`config.mk`:
```
export PLATFORM = sky130hd
export DESIGN_NAME = sensor_heartbeat_supervisor
export DESIGN_NICKNAME = d
export VERILOG_FILES = /design/src/hw/rtl/shs_pkg.sv /design/src/hw/rtl/shs_counters.sv /design/src/hw/rtl/shs_ctrl.sv /design/src/hw/rtl/sensor_heartbeat_supervisor.sv
export VERILOG_INCLUDE_DIRS = /design/src /design/src/hw/rtl
export SDC_FILE = /design/constraint.sdc
export NUM_CORES = 1
export LEC_CHECK = 0
export BUFFER_PORTS_ARGS = -buffer_cell sky130_fd_sc_hd__buf_2
export CAP_MARGIN = 20
export CELL_PAD_IN_SITES_DETAIL_PLACEMENT = 1
export CELL_PAD_IN_SITES_GLOBAL_PLACEMENT = 2
export CORE_MARGIN = 2
export CORE_UTILIZATION = 35
export CTS_BUF_LIST = sky130_fd_sc_hd__clkbuf_16
export DETAILED_ROUTE_END_ITERATION = 7
export GPL_TIMING_DRIVEN = 0
export PLACE_DENSITY = 0.85
export REMOVE_ABC_BUFFERS = 1
export SETUP_SLACK_MARGIN = 0.5
export SYNTH_ARGS = -nofsm -noshare
export SYNTH_HDL_FRONTEND = slang
export SYNTH_HIERARCHICAL = 1
export SYNTH_SLANG_ARGS = --single-unit
```
`constraint.sdc`:
```
create_clock -name clk -period 7 [get_ports clk]
set_clock_uncertainty 0.05 [all_clocks]
set_input_delay 1.75 -clock clk [delete_from_list [all_inputs] [get_ports clk]]
set_output_delay 1.75 -clock clk [all_outputs]
set_load 0.1 [all_outputs]
```
`src/hw/rtl/assert_macros.svh`:
```
// assertion macros used by the top-level rtl file of the heartbeat supervisor
`ifndef ASSERT_MACROS_SVH
`define ASSERT_MACROS_SVH

// same-cycle implication, disabled while reset is high
`define ASSERT_IMPL(label, clk, rst, ante, cons, msg) \
  label: assert property (@(posedge clk) disable iff (rst) (ante) |-> (cons)) \
    else $error(msg);

// next-cycle implication, disabled while reset is high
`define ASSERT_NEXT(label, clk, rst, ante, cons, msg) \
  label: assert property (@(posedge clk) disable iff (rst) (ante) |=> (cons)) \
    else $error(msg);

`endif

```
`src/hw/rtl/shs_pkg.sv`:
```
// types and constants of the sensor heartbeat supervisor
`timescale 1ns / 1ps

package shs_pkg;

  // default sizes
  localparam int unsigned DEF_CHANNELS    = 6;
  localparam int unsigned DEF_COUNT_WIDTH = 16;

  // fixed field widths
  localparam int unsigned CHAN_W    = 3;
  localparam int unsigned CFG_W     = 16;
  localparam int unsigned TIMEOUT_W = 16;

  localparam logic [TIMEOUT_W-1:0] TIMEOUT_RESET = 16'd10000;

  // item commands
  typedef enum logic [1:0] {
    CMD_TICK   = 2'd0,
    CMD_REPORT = 2'd1,
    CMD_EVAL   = 2'd2,
    CMD_IDLE   = 2'd3
  } cmd_t;

  // report states; any other code leaves the leak bit as it is
  typedef logic [1:0] leak_state_t;
  localparam leak_state_t LEAK_DRY = 2'd0;
  localparam leak_state_t LEAK_WET = 2'd1;

  // valve driver commands
  typedef enum logic [1:0] {
    VALVE_NONE  = 2'd0,
    VALVE_CLOSE = 2'd1,
    VALVE_OPEN  = 2'd2
  } valve_cmd_t;

  // configuration register indexes
  typedef enum logic [0:0] {
    REG_ENABLED_MASK  = 1'b0,
    REG_TIMEOUT_TICKS = 1'b1
  } cfg_reg_t;

  // one input item as held in the input register
  typedef struct packed {
    cmd_t              cmd;
    logic [CHAN_W-1:0] channel;
    leak_state_t       leak_state;
    logic              valve_busy;
  } item_t;

endpackage

```
`src/hw/rtl/shs_counters.sv`:
```
// per-channel silence counters with timeout detection
`timescale 1ns / 1ps

module shs_counters #(
  parameter int unsigned CHANNELS    = shs_pkg::DEF_CHANNELS,
  parameter int unsigned COUNT_WIDTH = shs_pkg::DEF_COUNT_WIDTH
) (
  input  logic                   clk,
  input  logic                   rst,
  input  logic [CHANNELS-1:0]    advance,
  input  logic [CHANNELS-1:0]    clear,
  input  logic [COUNT_WIDTH-1:0] limit,
  output logic [CHANNELS-1:0]    expire
);

  import shs_pkg::*;

  for (genvar g = 0; g < CHANNELS; g++) begin : g_chan
    logic [COUNT_WIDTH-1:0] count;
    logic [COUNT_WIDTH-1:0] count_inc;

    // wrapping increment, timeout when it lands on the limit
    assign count_inc = count + COUNT_WIDTH'(1);
    assign expire[g] = advance[g] && (count_inc == limit);

    always_ff @(posedge clk) begin
      if (rst) begin
        count <= '0;
      end else if (clear[g] || expire[g]) begin
        count <= '0;
      end else if (advance[g]) begin
        count <= count_inc;
      end
    end
  end

endmodule

```
`src/hw/rtl/shs_ctrl.sv`:
```
// supervisor state, single-pass item update and result register
`timescale 1ns / 1ps

module shs_ctrl #(
  parameter int unsigned CHANNELS    = shs_pkg::DEF_CHANNELS,
  parameter int unsigned COUNT_WIDTH = shs_pkg::DEF_COUNT_WIDTH
) (
  input  logic                     clk,
  input  logic                     rst,
  input  logic                     cfg_we,
  input  logic [0:0]               cfg_addr,
  input  logic [shs_pkg::CFG_W-1:0] cfg_wdata,
  input  logic                     item_valid,
  input  shs_pkg::item_t           item,
  output logic                     ready,
  input  logic                     out_stall,
  output logic                     out_valid,
  output logic [1:0]               valve_cmd,
  output logic                     valve_is_open,
  output logic                     alarm_on,
  output logic                     fault_tone,
  output logic [CHANNELS-1:0]      leak_flags,
  output logic [CHANNELS-1:0]      fault_flags
);

  import shs_pkg::*;

  // configuration
  logic [CHANNELS-1:0]  enabled_mask;
  logic [TIMEOUT_W-1:0] timeout_ticks;

  // supervisor state
  logic [CHANNELS-1:0] alive_mask, alive_mask_next;
  logic [CHANNELS-1:0] fault_mask, fault_mask_next;
  logic [CHANNELS-1:0] pending_mask, pending_mask_next;
  logic [CHANNELS-1:0] leak_mask, leak_mask_next;
  logic [CHANNELS-1:0] prev_leak, prev_leak_next;
  logic [CHANNELS-1:0] prev_fault, prev_fault_next;
  logic                valve_open, valve_open_next;
  logic                alarm_reg, alarm_reg_next;
  logic                tone_reg, tone_reg_next;
  valve_cmd_t          vcmd_next;

  logic                   take;
  logic                   is_tick, is_report, is_eval;
  logic                   eval_due, eval_run, eval_hold;
  logic                   chan_hit;
  logic [CHANNELS-1:0]    chan_bit;
  logic [CHANNELS-1:0]    advance, clear, expire;
  logic [COUNT_WIDTH-1:0] limit;

  // configuration writes
  always_ff @(posedge clk) begin
    if (rst) begin
      enabled_mask  <= '1;
      timeout_ticks <= TIMEOUT_RESET;
    end else if (cfg_we) begin
      unique case (cfg_addr)
        REG_ENABLED_MASK:  enabled_mask  <= cfg_wdata[CHANNELS-1:0];
        REG_TIMEOUT_TICKS: timeout_ticks <= cfg_wdata[TIMEOUT_W-1:0];
        default:           ;
      endcase
    end
  end

  // handshake: result register frees up when empty or taken
  assign ready = !out_valid || !out_stall;
  assign take  = item_valid && ready;

  // item decode
  assign is_tick   = take && (item.cmd == CMD_TICK);
  assign is_report = take && (item.cmd == CMD_REPORT);
  assign is_eval   = take && (item.cmd == CMD_EVAL);
  assign chan_hit  = 32'(item.channel) < CHANNELS;
  assign chan_bit  = chan_hit ? (CHANNELS'(1) << item.channel) : '0;
  assign eval_due  = (leak_mask != prev_leak) || (pending_mask != '0);
  assign eval_run  = is_eval && eval_due && !item.valve_busy;
  assign eval_hold = is_eval && eval_due && item.valve_busy;

  // counter controls
  assign advance = is_tick ? (enabled_mask & alive_mask) : '0;
  assign clear   = eval_run ? (enabled_mask & pending_mask) : '0;
  assign limit   = COUNT_WIDTH'(timeout_ticks);

  shs_counters #(
    .CHANNELS    (CHANNELS),
    .COUNT_WIDTH (COUNT_WIDTH)
  ) u_counters (
    .clk     (clk),
    .rst     (rst),
    .advance (advance),
    .clear   (clear),
    .limit   (limit),
    .expire  (expire)
  );

  // next state of one item
  always_comb begin
    alive_mask_next   = (alive_mask & ~expire) | clear;
    fault_mask_next   = (fault_mask | expire) & ~clear;
    pending_mask_next = pending_mask & ~clear;
    leak_mask_next    = leak_mask;
    prev_leak_next    = prev_leak;
    prev_fault_next   = prev_fault;
    valve_open_next   = valve_open;
    alarm_reg_next    = alarm_reg;
    tone_reg_next     = tone_reg;
    vcmd_next         = VALVE_NONE;

    // sensor report
    if (is_report) begin
      if (item.leak_state == LEAK_WET) begin
        leak_mask_next = leak_mask | chan_bit;
      end else if (item.leak_state == LEAK_DRY) begin
        leak_mask_next = leak_mask & ~chan_bit;
      end
      pending_mask_next = pending_mask | chan_bit;
    end

    // evaluate pass: valve and alarm from the leak mask
    if (eval_run) begin
      if (leak_mask == '0) begin
        if (valve_open) begin
          vcmd_next       = VALVE_CLOSE;
          valve_open_next = 1'b0;
        end
      end else begin
        if (!valve_open) begin
          vcmd_next       = VALVE_OPEN;
          valve_open_next = 1'b1;
        end
      end
      alarm_reg_next = |leak_mask;
      prev_leak_next = leak_mask;
    end

    // fault check, skipped while an evaluate waits on a busy valve
    if (take && !eval_hold && (fault_mask_next != prev_fault)) begin
      alarm_reg_next  = |fault_mask_next;
      tone_reg_next   = |fault_mask_next;
      prev_fault_next = fault_mask_next;
    end
  end

  // state registers
  always_ff @(posedge clk) begin
    if (rst) begin
      alive_mask   <= '1;
      fault_mask   <= '0;
      pending_mask <= '0;
      leak_mask    <= '0;
      prev_leak    <= '0;
      prev_fault   <= '0;
      valve_open   <= 1'b0;
      alarm_reg    <= 1'b0;
      tone_reg     <= 1'b0;
    end else begin
      alive_mask   <= alive_mask_next;
      fault_mask   <= fault_mask_next;
      pending_mask <= pending_mask_next;
      leak_mask    <= leak_mask_next;
      prev_leak    <= prev_leak_next;
      prev_fault   <= prev_fault_next;
      valve_open   <= valve_open_next;
      alarm_reg    <= alarm_reg_next;
      tone_reg     <= tone_reg_next;
    end
  end

  // result register
  always_ff @(posedge clk) begin
    if (rst) begin
      out_valid <= 1'b0;
    end else if (ready) begin
      out_valid <= item_valid;
    end
  end

  always_ff @(posedge clk) begin
    if (take) begin
      valve_cmd <= vcmd_next;
    end
  end

  // state only moves on a transfer, so it holds while the result is stalled
  assign valve_is_open = valve_open;
  assign alarm_on      = alarm_reg;
  assign fault_tone    = tone_reg;
  assign leak_flags    = leak_mask;
  assign fault_flags   = fault_mask;

endmodule

```
`src/hw/rtl/sensor_heartbeat_supervisor.sv`:
```
// top level: input register, supervisor core and checks
// each item passes the input register, then the result register before it is offered
// throughput: one tick, report or evaluate item per cycle while the output is not stalled; counters update in parallel
// the input register stalls only while a result waits on a stalled output
// reset (rst, synchronous, active high) restores all masks, counters and config defaults
// no clearing pass after reset: items are taken from the first cycle
`timescale 1ns / 1ps
`include "assert_macros.svh"

module sensor_heartbeat_supervisor #(
  parameter int unsigned CHANNELS    = shs_pkg::DEF_CHANNELS,
  parameter int unsigned COUNT_WIDTH = shs_pkg::DEF_COUNT_WIDTH
) (
  input  logic                       clk,
  input  logic                       rst,
  input  logic                       cfg_we,
  input  logic [0:0]                 cfg_addr,
  input  logic [shs_pkg::CFG_W-1:0]  cfg_wdata,
  input  logic                       in_valid,
  output logic                       in_stall,
  input  logic [1:0]                 cmd,
  input  logic [shs_pkg::CHAN_W-1:0] channel,
  input  logic [1:0]                 leak_state,
  input  logic                       valve_busy,
  output logic                       out_valid,
  input  logic                       out_stall,
  output logic [1:0]                 valve_cmd,
  output logic                       valve_is_open,
  output logic                       alarm_on,
  output logic                       fault_tone,
  output logic [CHANNELS-1:0]        leak_flags,
  output logic [CHANNELS-1:0]        fault_flags
);

  import shs_pkg::*;

  logic  item_valid;
  item_t item;
  logic  ready;

  // input register
  assign in_stall = item_valid && !ready;

  always_ff @(posedge clk) begin
    if (rst) begin
      item_valid <= 1'b0;
    end else if (!in_stall) begin
      item_valid <= in_valid;
    end
  end

  always_ff @(posedge clk) begin
    if (in_valid && !in_stall) begin
      item.cmd        <= cmd_t'(cmd);
      item.channel    <= channel;
      item.leak_state <= leak_state;
      item.valve_busy <= valve_busy;
    end
  end

  // supervisor core
  shs_ctrl #(
    .CHANNELS    (CHANNELS),
    .COUNT_WIDTH (COUNT_WIDTH)
  ) u_ctrl (
    .clk           (clk),
    .rst           (rst),
    .cfg_we        (cfg_we),
    .cfg_addr      (cfg_addr),
    .cfg_wdata     (cfg_wdata),
    .item_valid    (item_valid),
    .item          (item),
    .ready         (ready),
    .out_stall     (out_stall),
    .out_valid     (out_valid),
    .valve_cmd     (valve_cmd),
    .valve_is_open (valve_is_open),
    .alarm_on      (alarm_on),
    .fault_tone    (fault_tone),
    .leak_flags    (leak_flags),
    .fault_flags   (fault_flags)
  );

  // checks
  `ASSERT_IMPL(a_open_with_leak, clk, rst, out_valid && valve_cmd == VALVE_OPEN, valve_is_open && leak_flags != '0, "valve opened without a leak bit")
  `ASSERT_IMPL(a_close_when_dry, clk, rst, out_valid && valve_cmd == VALVE_CLOSE, !valve_is_open && leak_flags == '0, "valve closed with a leak bit set")
  `ASSERT_IMPL(a_stall_cause, clk, rst, in_stall, item_valid && out_valid && out_stall, "input stalled without a stalled result")
  `ASSERT_NEXT(a_bubble_drains, clk, rst, out_valid && !out_stall && !item_valid, !out_valid, "result offered with no item behind it")

endmodule

```
# Word level (Yosys, flattened, before mapping)
# Index checks and enable logic that the tools add are counted.
# totals
elab_cells	117
register_bits	169
out_inout_bits	19
input_bits	30
# classes
shift	1
n_lt_le_gt_ge	1
reduce_logical	48
muxes	12
addsub	6
eq_ne	11
n_bitwise	14
# ops
cell	count
$add A16 B1 Y16 const B	6
$eq A16 B16 Y1	6
$and A6 B6 Y6	6
$mux W6	6
$or A6 B6 Y6	4
$not A6 Y6	3
$logic_and A1 B1 Y1	17
$ne A6 B6 Y1	2
$reduce_or A2 Y1	6
$reduce_or A6 Y1	2
$logic_or A1 B1 Y1	8
$logic_not A1 Y1	6
$logic_not A6 Y1	1
$reduce_and A2 Y1	3
$reduce_bool A6 Y1	1
$shl A1 B3 Y6 const A	1
$eq A2 B1 Y1 const B	2
$logic_not A2 Y1	2
$mux W1	4
$mux W2	2
$reduce_bool A2 Y1	2
$lt A3 B3 Y1 const B	1
$eq A2 B2 Y1 const B	1
$not A1 Y1	1

# Depth between registers and ports, before layout
# depth
word_depth	12
depth_mapped	15
ltp_nobuf	14

# Modules after synthesis
# The synthesis kept the hierarchy.
# modules_own_cells
module	instances	cells_each	seq_area_each_um2	area_per_inst_um2
shs_counters	1	950	1921.8	7404.6
shs_ctrl	1	321	1301.2	2767.7
sensor_heartbeat_supervisor	1	12	260.2	290.3

# Worst setup path before layout
# No wires, ideal clock.
# synth_timing
path_type	input -> register
startpoint	input port out_stall
endpoint	register u_ctrl.alarm_reg, in the netlist u_ctrl/alarm_on
n_path_buf	2
setup_slack_ns	1.603
setup_time_ns	0.121
arrival_time_ns	5.226
stages	15
t_required_ns	6.829
cell_sequence	a21bo_2 > nor3_1 > and3_1 > clkbuf_1 > inv_1 > a2111oi_0 > o311ai_0 > nor4_4 > buf_2 > nor2_1 > a41oi_1 > xnor2_1 > nand4_1 > o31ai_4 > mux2_2
# synth_via
word_cells_on_any_way	26
classes_between	eq/ne: 1; mux: 3; bitwise: 3; reduce/logical: 19
# synth_lines
item	line	rtl
from (decl)	sensor_heartbeat_supervisor.sv:26	input logic out_stall,
$logic_not A1 Y1 (*)	shs_ctrl.sv:67	assign ready = !out_valid || !out_stall;
$logic_or A1 B1 Y1 (*)	shs_ctrl.sv:67	
$logic_and A1 B1 Y1 (*)	shs_ctrl.sv:68	assign take = item_valid && ready;
$logic_and A1 B1 Y1 (*)	shs_ctrl.sv:71	assign is_tick = take && (item.cmd == CMD_TICK);
$mux W6 (*)	shs_ctrl.sv:81	assign advance = is_tick ? (enabled_mask & alive_mask) : '0;
named net u_ctrl.advance[1]	shs_ctrl.sv:49	logic [CHANNELS-1:0] advance, clear, expire;
$logic_and A1 B1 Y1 (*)	shs_counters.sv:24	assign expire[g] = advance[g] && (count_inc == limit);
named net u_ctrl.expire[1]	shs_ctrl.sv:49	
$or A6 B6 Y6 (*)	shs_ctrl.sv:100	fault_mask_next = (fault_mask | expire) & ~clear;
$and A6 B6 Y6 (*)	shs_ctrl.sv:100	
$ne A6 B6 Y1	shs_ctrl.sv:138	if (take && !eval_hold && (fault_mask_next != prev_fault)) begin
$logic_and A1 B1 Y1	shs_ctrl.sv:138	
$mux W1 or $reduce_bool A2 Y1 (tied branches)	n/a	
to (signal assigned)	shs_ctrl.sv:165	alarm_reg <= alarm_reg_next;
to (decl)	shs_ctrl.sv:40	logic alarm_reg, alarm_reg_next;
# The timed path passes the listed nets; every way through them passes the cells marked *.
# A chain may end at the register's enable or synchronous reset.

# Worst setup path after layout
# layout_timing
startpoint	input port out_stall
endpoint	register u_ctrl.prev_fault[3]
# layout_via
word_cells_on_any_way	23
classes_between	eq/ne: 1; mux: 2; bitwise: 3; reduce/logical: 17
# layout_lines
item	line	rtl
$logic_not A1 Y1 (*)	shs_ctrl.sv:67	
$logic_or A1 B1 Y1 (*)	shs_ctrl.sv:67	
$logic_and A1 B1 Y1 (*)	shs_ctrl.sv:68	
$logic_and A1 B1 Y1 (*)	shs_ctrl.sv:71	
$mux W6 (*)	shs_ctrl.sv:81	
named net u_ctrl.advance[3]	shs_ctrl.sv:49	
$logic_and A1 B1 Y1 (*)	shs_counters.sv:24	
named net u_ctrl.expire[3]	shs_ctrl.sv:49	
$or A6 B6 Y6 (*)	shs_ctrl.sv:100	
$and A6 B6 Y6 (*)	shs_ctrl.sv:100	
$ne A6 B6 Y1	shs_ctrl.sv:138	
$logic_and A1 B1 Y1	shs_ctrl.sv:138	
to (signal assigned)	shs_ctrl.sv:163	prev_fault <= prev_fault_next;
to (decl)	shs_ctrl.sv:38	logic [CHANNELS-1:0] prev_fault, prev_fault_next;
# Marked as above.

==> flow_summary_export.csv <==
group,metric,value,unit
clock_network,cts_root_buf,"clkbuf_16",
flow_run,drv_cap,0,
routing,drc_errors,0,
synth,synth_area_per_cell,8.155,sq um
synth,yosys_most_used_dff,"dfxtp_1",
routing,vias,9337,
worst_setup_path,cp-startpoint,"out_stall",
worst_setup_path,critPathKind,"primary input to flip-flop",
place,dp.cells,1631,
power,power.density,187.9,nW/um^2
synth,synth-simple-area-share,30.96,%
routing,drt_wl_total,32150,um
global_routing,overflow,0,
floorplan,die-width,176.9,um
floorplan,dieHeight,176.9,um
clock_network,clock-sinks,169,
synth,yosys.area.top_type,"dfxtp_1",
floorplan,coreArea,29560,sq um
place,port_buffers,48,
worst_setup_path,critPathLaunchType,"primary input",
worst_setup_path,cp_max_fo,14,
clock_network,clk_latency,440,ps
clock_network,path_clk_slew,80,ps
synth,synth_xor_area_share,18.92,%
worst_setup_path,cpMostUsedCell,"nand4_1",
clock_network,cts_tree,"built",
synth,synthCells,1283,
place,dpl.hpwl,21820,um
power,max-vdd-ir-drop,0.1423,mV
synth,synth-warning-count,6,
cells_and_area,nFillCells,3535,
synth,synth_cell_types,70,
worst_setup_path,slowest_delay,680,ps
sta,rsz0062_at_grt,"no",
routing,first_iter_violations,614,
global_routing,grt_pass1_wl,50910,um
clock_network,htreeDepth,4,
synth,synth.top_cell.area_share,30.42,%
global_routing,grt_pass1_vias,9261,
worst_setup_path,cp.required,7270,ps
clock_network,numCtsBuffers,17,
worst_setup_path,cp_slowest_cell,"and3_1",
cells_and_area,fin_nets,1300,
cells_and_area,syn_to_final_growth,10.15,%
sta,holdWs,405.3,ps
power,leakage,3.903,nW
place,place_ws,-421.9,ps
place,gp_congestion,0.8051,
routing,wl_per_cell,19.29,um
worst_setup_path,critPathArrivalTime,6480,ps
sta,final-hold-violation-count,0,
min_path,min_from,"u_ctrl/alive_mask[0]",
sta,slew_violations,0,
run_status,status,"finished, final reports clean",
worst_setup_path,cp-end-kind,"flip-flop",
sta,min_period,6208,ps
synth,synthMuxAreaShare,2.081,%
sta,final.setup.worst_slack,792.2,ps
routing,ant_nets,0,
clock_network,cts_max_path_buffers,2,
cells_and_area,post-route-util,38.99,%
synth,synth_compound_area_share,8.945,%
worst_setup_path,cp_cell_sequence,"buf_2, a21bo_2, nor3_2, and3_1, inv_1, a211oi_1, nand4_1, nor4_1, nor4b_4, buf_8, nor2_1, a31oi_1, xnor2_1, nand4_1, o31ai_4, mux2_2",
sta,tightest_slew,1038,ps
sta,setup_viol,0,
synth,async_flop_share,0,%
routing,first_pass_iters,5,
floorplan,start_util,35.39,%
synth,ys_top_cells_by_area,"dfxtp_1 30%, xnor2_1 11%, xor2_1 7.6%",
cells_and_area,drive_above_1_share,9.248,%
cells_and_area,multi_input_area,6477,sq um
cells_and_area,final_cell_count_no_fill,1666,
clock_network,cts_hold_buf,0,
floorplan,rows,63,
global_routing,grt_max_degree,86,
synth,synth_top_family_by_area,"simple AND/OR/NAND/NOR gates",
global_routing,antenna_found_initial,0,
floorplan,dieArea,31290,sq um
synth,ys_ff_latch,169,
sta,worst_slew_margin_rel,29.90,%
routing,routed_via_density,5.604,
global_routing,grt.total_usage,20.57,%
cells_and_area,seqCellArea,3483,sq um
floorplan,ioPinCount,49,
min_path,hp-class,"flip-flop to flip-flop",
synth,syn_area,10460,sq um
synth,synth_common_cells,"159 x dfxtp_1, 137 x nand2_1, 135 x xnor2_1, 100 x nor2_1, 92 x nor4_1",
synth,synth-edff-count,10,
synth,ys_seq_area_share,33.29,%
sta,period_share,88.68,%
worst_setup_path,reg2reg_from,"item_valid",
synth,yosys.area_share.adder,0.8371,%
sta,max_clock_freq,0.1611,GHz
cells_and_area,diodes,0,
synth,yosys.cell_count.top_type,"dfxtp_1",
## where the power goes
part / internal [mW] / switching (mW)
Clock: 0.520 / 0.480
Sequential: 0.983 / 0.0416
Combinational: 0.0577 / 0.0836
Total: 1.56 / 0.605
## layout make-up
cell class              instances  area share [%]
clock buffers                  17           3.691
flip-flops and latches        169           30.22
inverters                      21          0.6840
multi-input cells             997           56.20
repair buffers                 57           3.159
well taps                     390           4.234
clock inverters                15           1.802
## repair_timing
item                       in CTS  in global routing
buffers inserted                1                  0
setup endpoints to repair       6                  6
resized for setup               1                  0
cloned                          0                  1
pin swaps                       1                  1
## layer usage
| metal | routed length [um] | global-route usage, % | up-vias |
|---|---|---|---|
| met5 | 0 | 0 | - |
| met4 | 530 | 5.579 | 0 |
| met3 | 1112 | 2.942 | 32 |
| met2 | 15300 | 34.85 | 154 |
| met1 | 15200 | 27.30 | 4634 |
| li1 | - | - | 4517 |
## worst paths after layout
kind,to,slack (ps),cells after the start
worst min-delay path,u_ctrl/alive_mask[0],410,2
worst min register to register,u_ctrl/alive_mask[0],410,2
worst max register to register,u_ctrl/prev_fault[3],1820,15
worst max-delay path,u_ctrl/prev_fault[3],790,16
## through the flow
step                      TNS, ps  area (sq um)  total power [mW]
after floorplan                 0         10020             1.118
after global placement      -2544         10750             1.179
after detailed placement    -2494         10860             1.186
after CTS                       0         11500             2.193
after global routing            0         11520             2.248
final                           0         11520             2.166
## critical path, delay by kind of cell
family / cells / cell delay (ps)
buffers and inverters: 3 / 540
AND/OR/NAND/NOR: 7 / 2440
XOR/XNOR: 1 / 140
multiplexers: 1 / 390
AO/OA/AOI/OAI: 4 / 1190
## cell families after synthesis
logic type | after synthesis
compound gates | 140
xor+xnor | 226
fa+ha+maj | 7
buf+inv | 118
flops | 169
mux | 21
simple gates | 602
## sequential cells by signal, indices dropped and copies added, names as in the netlist, named ones only
signal                          count
u_ctrl/limit                       16
item                                8
u_ctrl/enabled_mask                 6
u_ctrl/u_counters/g_chan.count     96
u_ctrl/alive_mask                   6
item_valid                          1
u_ctrl/valve_is_open                1
u_ctrl/fault_flags                  6
u_ctrl/prev_leak                    6
u_ctrl/fault_tone                   1
u_ctrl/alarm_on                     1
u_ctrl/pending_mask                 6
u_ctrl/out_valid                    1
u_ctrl/prev_fault                   6
u_ctrl/valve_cmd                    2
## placed cells by master, fill, tap and decap left out, drive strengths merged, types with 9 or more instances in the layout
| cell | n |
|---|---|
| or4 | 9 |
| buf | 57 |
| nor2b | 19 |
| dfxtp | 159 |
| nand3 | 61 |
| and3 | 19 |
| xor2 | 91 |
| mux2i | 15 |
| nand2b | 13 |
| nor4 | 95 |
| nand3b | 9 |
| a211oi | 9 |
| xnor2 | 135 |
| nor3 | 38 |
| nand4 | 55 |
| clkbuf | 17 |
| and2 | 9 |
| and4 | 10 |
| a21oi | 35 |
| nand2 | 137 |
| inv | 27 |
| o21ai | 40 |
| edfxtp | 10 |
| nor2 | 100 |
Power figures use the tool's default switching activity.
